==> src/rtl/positional_ordered_list_assert.svh <==
// Assertion macros for the positional ordered list RTL.
// Included by the top level; define NO_ASSERTIONS to drop the checks.
`ifndef POSITIONAL_ORDERED_LIST_ASSERT_SVH
`define POSITIONAL_ORDERED_LIST_ASSERT_SVH

`ifndef NO_ASSERTIONS

// Property that must hold at every clock edge out of reset.
`define POL_ASSERT(lbl, ck, rn, prop) \
	lbl: assert property (@(posedge ck) disable iff (!rn) prop) \
		else $error("positional_ordered_list: check failed");

// Condition that must never be seen out of reset.
`define POL_NEVER(lbl, ck, rn, expr) \
	`POL_ASSERT(lbl, ck, rn, !(expr))

`else

`define POL_ASSERT(lbl, ck, rn, prop)
`define POL_NEVER(lbl, ck, rn, expr)

`endif

`endif

==> src/rtl/pol_pkg.sv <==
// Shared types and constants for the positional ordered list.
// No dependencies; imported by every module of the block.
`default_nettype none

package pol_pkg;

	localparam int KIND_W      = 2;
	localparam int POS_W       = 8;
	localparam int VAL_W       = 32;
	localparam int NUM_W       = 7;   // insert_index and count fields
	localparam int STATUS_W    = 2;
	localparam int S_TDATA_W   = 40;  // position, value
	localparam int M_TDATA_W   = 48;  // status, read_value, insert_index, count

	typedef enum logic [KIND_W-1:0] {
		KIND_INSERT = 2'd0,
		KIND_REMOVE = 2'd1,
		KIND_GET    = 2'd2,
		KIND_CLEAR  = 2'd3
	} kind_t;

	typedef enum logic [STATUS_W-1:0] {
		ST_DONE    = 2'd0,
		ST_BAD_POS = 2'd1,
		ST_FULL    = 2'd2
	} status_t;

	// Broadcast to every cell of the chain.
	typedef struct packed {
		logic ins;  // shift up above the target, load the target
		logic rem;  // shift down from the target upward
		logic rd;   // target cell drives the read bus
	} cell_ctl_t;

endpackage

`default_nettype wire

==> src/rtl/pol_cell.sv <==
// One storage cell of the list chain: holds one element, takes its left
// or right neighbor on insert/remove. Depends on pol_pkg.
`default_nettype none

module pol_cell #(
	parameter int IDX = 0,
	parameter int AW  = 6
) (
	input  wire logic                     clk,
	input  wire pol_pkg::cell_ctl_t       ctl,
	input  wire logic [AW-1:0]            at,
	input  wire logic [pol_pkg::VAL_W-1:0] din,
	input  wire logic [pol_pkg::VAL_W-1:0] left,
	input  wire logic [pol_pkg::VAL_W-1:0] right,
	output logic      [pol_pkg::VAL_W-1:0] q,
	output logic      [pol_pkg::VAL_W-1:0] rd_data
);
	import pol_pkg::*;

	localparam logic [AW-1:0] MY_IDX = AW'(IDX);

	logic hit;
	logic above;

	assign hit   = (MY_IDX == at);
	assign above = (MY_IDX > at);

	always_ff @(posedge clk) begin
		if (ctl.ins) begin
			if (hit) begin
				q <= din;
			end else if (above) begin
				q <= left;
			end
		end else if (ctl.rem) begin
			if (hit || above) begin
				q <= right;
			end
		end
	end

	assign rd_data = (ctl.rd && hit) ? q : '0;

endmodule

`default_nettype wire

==> config.mk <==
export PLATFORM = sky130hd
export DESIGN_NAME = pol_cell
export DESIGN_NICKNAME = d
export VERILOG_FILES = /design/src/rtl/positional_ordered_list_assert.svh /design/src/rtl/pol_pkg.sv /design/src/rtl/pol_cell.sv
export SDC_FILE = /design/constraint.sdc
export NUM_CORES = 1
export LEC_CHECK = 0
export BUFFER_PORTS_ARGS = -buffer_cell sky130_fd_sc_hd__buf_2
export CAP_MARGIN = 10
export CORE_ASPECT_RATIO = 1.4
export CORE_MARGIN = 1.5
export CORE_UTILIZATION = 35
export DETAILED_ROUTE_END_ITERATION = 12
export PLACE_DENSITY = 0.78
export SLEW_MARGIN = 10
export SYNTH_ARGS = -nofsm -noshare
export SYNTH_HDL_FRONTEND = slang
export SYNTH_SLANG_ARGS = --single-unit
==> constraint.sdc <==
create_clock -name clk -period 2.4 [get_ports clk]
set_clock_uncertainty 0.05 [all_clocks]
set_input_delay 0.36 -clock clk [delete_from_list [all_inputs] [get_ports clk]]
set_output_delay 0.36 -clock clk [all_outputs]
set_load 0.03 [all_outputs]
== Yosys cells after proc, flatten, opt, wreduce, memory -nomap -nowiden ==
Index checks and enable logic that the tools add are counted.
Storage, ports and cells
  bits in writable memories: 0
  bits in registers: 32
  output and inout bits: 64
  memories kept: 0
  memory bits (read-only): 0
  bits in latches: 0
  input port bits: 106
  word-level logic and storage cells: 15
Cells by class
  $lt $le $gt $ge: 1
  add/subtract/negate cells: 0
  bitwise operators: 0
  divide/modulo/power cells: 0
  shift operators: 0
  equality and inequality tests: 1
  multiplexer cells: 6
  reduce and logical (&&, ||, !) cells: 6
  $mul: 0
Operators by type and width (count)
  $mux 32: 6
  $gt 1x6->1 const A: 1
  $logic_not 6->1: 1
  $reduce_bool 2->1: 2
  $ne 3x1->1 const B: 1
  $reduce_and 3->1: 1
  $logic_and 1x1->1: 1
  $logic_or 1x1->1: 1

== Longest topological paths before layout ==
  depth in word-level cells: 5
  gate-level depth with buffers: 4
  mapped depth without buffers: 3

== Worst setup path before layout ==
Ideal clock, no wire load.
  path type: in2reg
  start: input port at[3]
  end: register q[0] in the netlist's numbering (enable)
  arrival time: 2.003 ns
  buffers on the path: 1
  stages: 4
  path slack: -0.044 ns
  data required time: 1.959 ns
  library setup time: 0.391 ns
  path through: or4_4 -> nor2_4 -> buf_6 -> o21a_1
Between the ends
  longest elaborated chain between the ends: 4
  elaborated cells on any way between the ends: 6
  classes of those cells: order compare: 1; eq/ne: 1; reduce/logical: 4
Ends and longest elaborated chain
  start: declaration: RTL line pol_cell.sv:11  | input wire logic [AW-1:0] at,
  $gt 1x6->1 or $logic_not 6->1 (tied branches): RTL line pol_cell.sv:26, pol_cell.sv:25
  $logic_or 1x1->1: RTL line pol_cell.sv:36  | if (hit || above) begin
  $reduce_bool 2->1 (no line)
  $reduce_and 3->1 (no line) *
  end signal: assignment: RTL line pol_cell.sv:31  | q <= din;
  end signal: assignment: RTL line pol_cell.sv:33  | q <= left;
  end signal: assignment: RTL line pol_cell.sv:37  | q <= right;
  end: declaration: RTL line pol_cell.sv:15  | output logic [pol_pkg::VAL_W-1:0] q,
Every way passes the cells marked *; elsewhere a longest branch is shown, timed or not.
A chain may end at the register's enable or synchronous reset.

== Worst setup path in the final report ==
  start: input port at[3]
  end: output port rd_data[21] in the netlist's numbering
Between the ends
  longest elaborated chain between the ends: 3
Ends and longest elaborated chain
  $logic_not 6->1: RTL line pol_cell.sv:25  | assign hit = (MY_IDX == at);
  $logic_and 1x1->1: RTL line pol_cell.sv:42  | assign rd_data = (ctl.rd && hit) ? q : '0;
  $mux 32: RTL line pol_cell.sv:42
  end: declaration: RTL line pol_cell.sv:16  | output logic [pol_pkg::VAL_W-1:0] rd_data
Every way passes these cells.

==> results.toml <==
[global_route]
grt-ovfl-total = 0
grt_max_degree = 47
grt_usage_pct = 20.9
antenna_found_initial = 0
grt_pass1_wl_um = 9960
grt_pass1_vias = 2161

[cts]
cts_buffers = 5
htreeDepth = 2
post_cts_buffers = 0
cts_buffer_depth = 2
clk_pin_slew_ns = 0.07
hold_buffers = 0
cts_tree = "done"
cts_resized = 0
cts_root_buf = "clkbuf_8"
cts_sinks = 32

[synth]
netlist.area_leader.share_pct = 48.7
synth_area_per_cell_um2 = 8.85
ys.flop_type = "edfxtp_1"
synth.area.top_cells = "edfxtp_1 (49%), a31oi_1 (10%), and3_1 (10%)"
synth_most_common_cell = "nor2_1"
yosysWarnings = 0
ys_seq_area_share_pct = 48.7
async_flop_share_pct = 0
ys_ff_latch = 32
synth_cells = 223
synth_cell_type_count = 14
synth_nets = 329
synth-edff-count = 32
synth_top_area_cell = "edfxtp_1"
synth_area_um2 = 1970

[critical_path]
path_buf_inv = 3
max_stage_delay_ns = 0.55
crit_required_ns = 1.99
crit_path_end_kind = "output pin"
cp_slowest_cell = "or4_4"
critical-path-top-delay-family = "simple AND/OR/NAND/NOR gates"
worstPathArrival_ns = 1.70
crit_chain = "buf_2, or4_4, nor2_4, buf_12, and3_1, buf_2"
path_common_cell = "buf_2"
critPathMaxFanout = 33
crit_path_start_kind = "input pin"
crit_type = "in -> out"

[routing]
drtAntennaViolNets = 0
wl_per_cell_um = 14.2
drt_iter0_markers = 55
vias = 2387
totalWireLength_um = 6420
dr.pass1.iters = 4
drc = 0
viasPerCell = 5.28

[place]
dp.cells = 444
portBuffers = 169
place_congestion = 0.802
dpl.hpwl_um = 4840

[final_layout]
reg_top3 = "q x32"
area_growth_pct = 51.8
n_antenna_cell = 0
largest_reg_flops = 32
fill_cells = 513
regMostFlops = "q"
fin_cells = 452
fin_nets = 489
layout-drive-gt1-share_pct = 49.5

[timing]
tns_ns = 0
drv_slew = 0
period_share_pct = 87.7
min_period_ns = 2.11
maxSlewHeadroom_pct = 72.2
setup_viol_count_final = 0
rsz0062_at_grt = "no"
hold_viol_final = 0
fmax_mhz = 475
tightest_slew_ns = 0.418

[floorplan]
die_area_um2 = 6110
dieHeight_um = 91.9
start_util_pct = 36.0
core_area_um2 = 5490
rows = 32
die_x_um = 66.5
io_pins = 170

[min_path]
min-delay-path-class = "in -> reg"

[pwr]
p_leak_nw = 1.48
p_per_area_nw_per_um2 = 448
vdd_drop_max_mv = 0.351

[run_status]
outcome = "completed"

[run]
maxCapViolations = 0
## metal layers
| layer | track usage [%] | vias up | wire, um |
|---|---|---|---|
| met5 | 0 | - | 0 |
| met4 | 6.97 | 0 | 102 |
| met3 | 3.19 | 8 | 473 |
| met2 | 37.9 | 124 | 3430 |
| met1 | 24.4 | 1094 | 2410 |
| li1 | - | 1161 | - |
## power breakdown
group / switching (W) / total (W) / internal [W] / leakage [nW]
Sequential: 0.00000263 / 0.000628 / 0.000626 / 0.298
Combinational: 0.000119 / 0.000221 / 0.000102 / 1.13
Clock: 0.000186 / 0.000494 / 0.000308 / 0.0552
## cell families (layout without fill, tap and decap cells)
kind of cell           after synthesis  after routing  synth area share, %
AO/OA/AOI/OAI                       65             65                 18.6
buffers and inverters               25            186                 6.08
flip-flops                          32             32                 48.7
AND/OR/NAND/NOR                    101            101                 26.6
## final timing paths
kind | start | end | slack [ns] | cells past startpoint
worst max-delay path | at[3] | rd_data[21] | 0.29 | 6
worst min-delay path | right[16] | q[16]$_DFFE_PP_ | 0.38 | 3
## worst min-delay path, stage by stage
cell and delay (ns):
buf_2 0.08, nor2_1 0.03, a31oi_1 0.12
## stage by stage
stage	utilization (%)	hold slack [ns]	power [W]	setup slack (ns)	cell area [um2]
3_3_place_gp	52.7	0.659	0.000857	0.304	2890
2_1_floorplan	-	0.559	0.000743	0.267	1980
3_5_place_dp	52.7	0.662	0.000861	0.284	2890
4_1_cts	54.7	0.365	0.00136	0.285	3000
6_report	54.7	0.377	0.00134	0.294	3000
5_1_grt	54.7	0.381	0.00141	0.232	3000
## cell type report
class | instances | area (um2) | share of cell area, %
flip-flops and latches | 32 | 961 | 32.1
repair buffers | 178 | 938 | 31.3
multi-input cells | 166 | 906 | 30.2
well taps | 68 | 85.1 | 2.84
clock buffers | 6 | 72.6 | 2.42
clock inverters | 2 | 35.0 | 1.17
## cell usage in the layout, fill, tap and decap left out
cell type  netlist  routed
a31oi_1         32      32
and3_1          32      32
buf_12           0       2
buf_2            3     169
buf_4            0       7
bufinv_16        0       1
clkbuf_1        19       1
clkbuf_8         0       5
clkinv_2         0       1
edfxtp_1        32      32
nand3_1         32      32
nor2_1          33      32
nor2_2           0       1
nor2_4           1       1
nor4_4           0       1
o21a_2           0       1
o21ai_0         32      32
or2_1            0       1
or4_4            1       1
No activity file was read; power rests on OpenSTA's default activity.
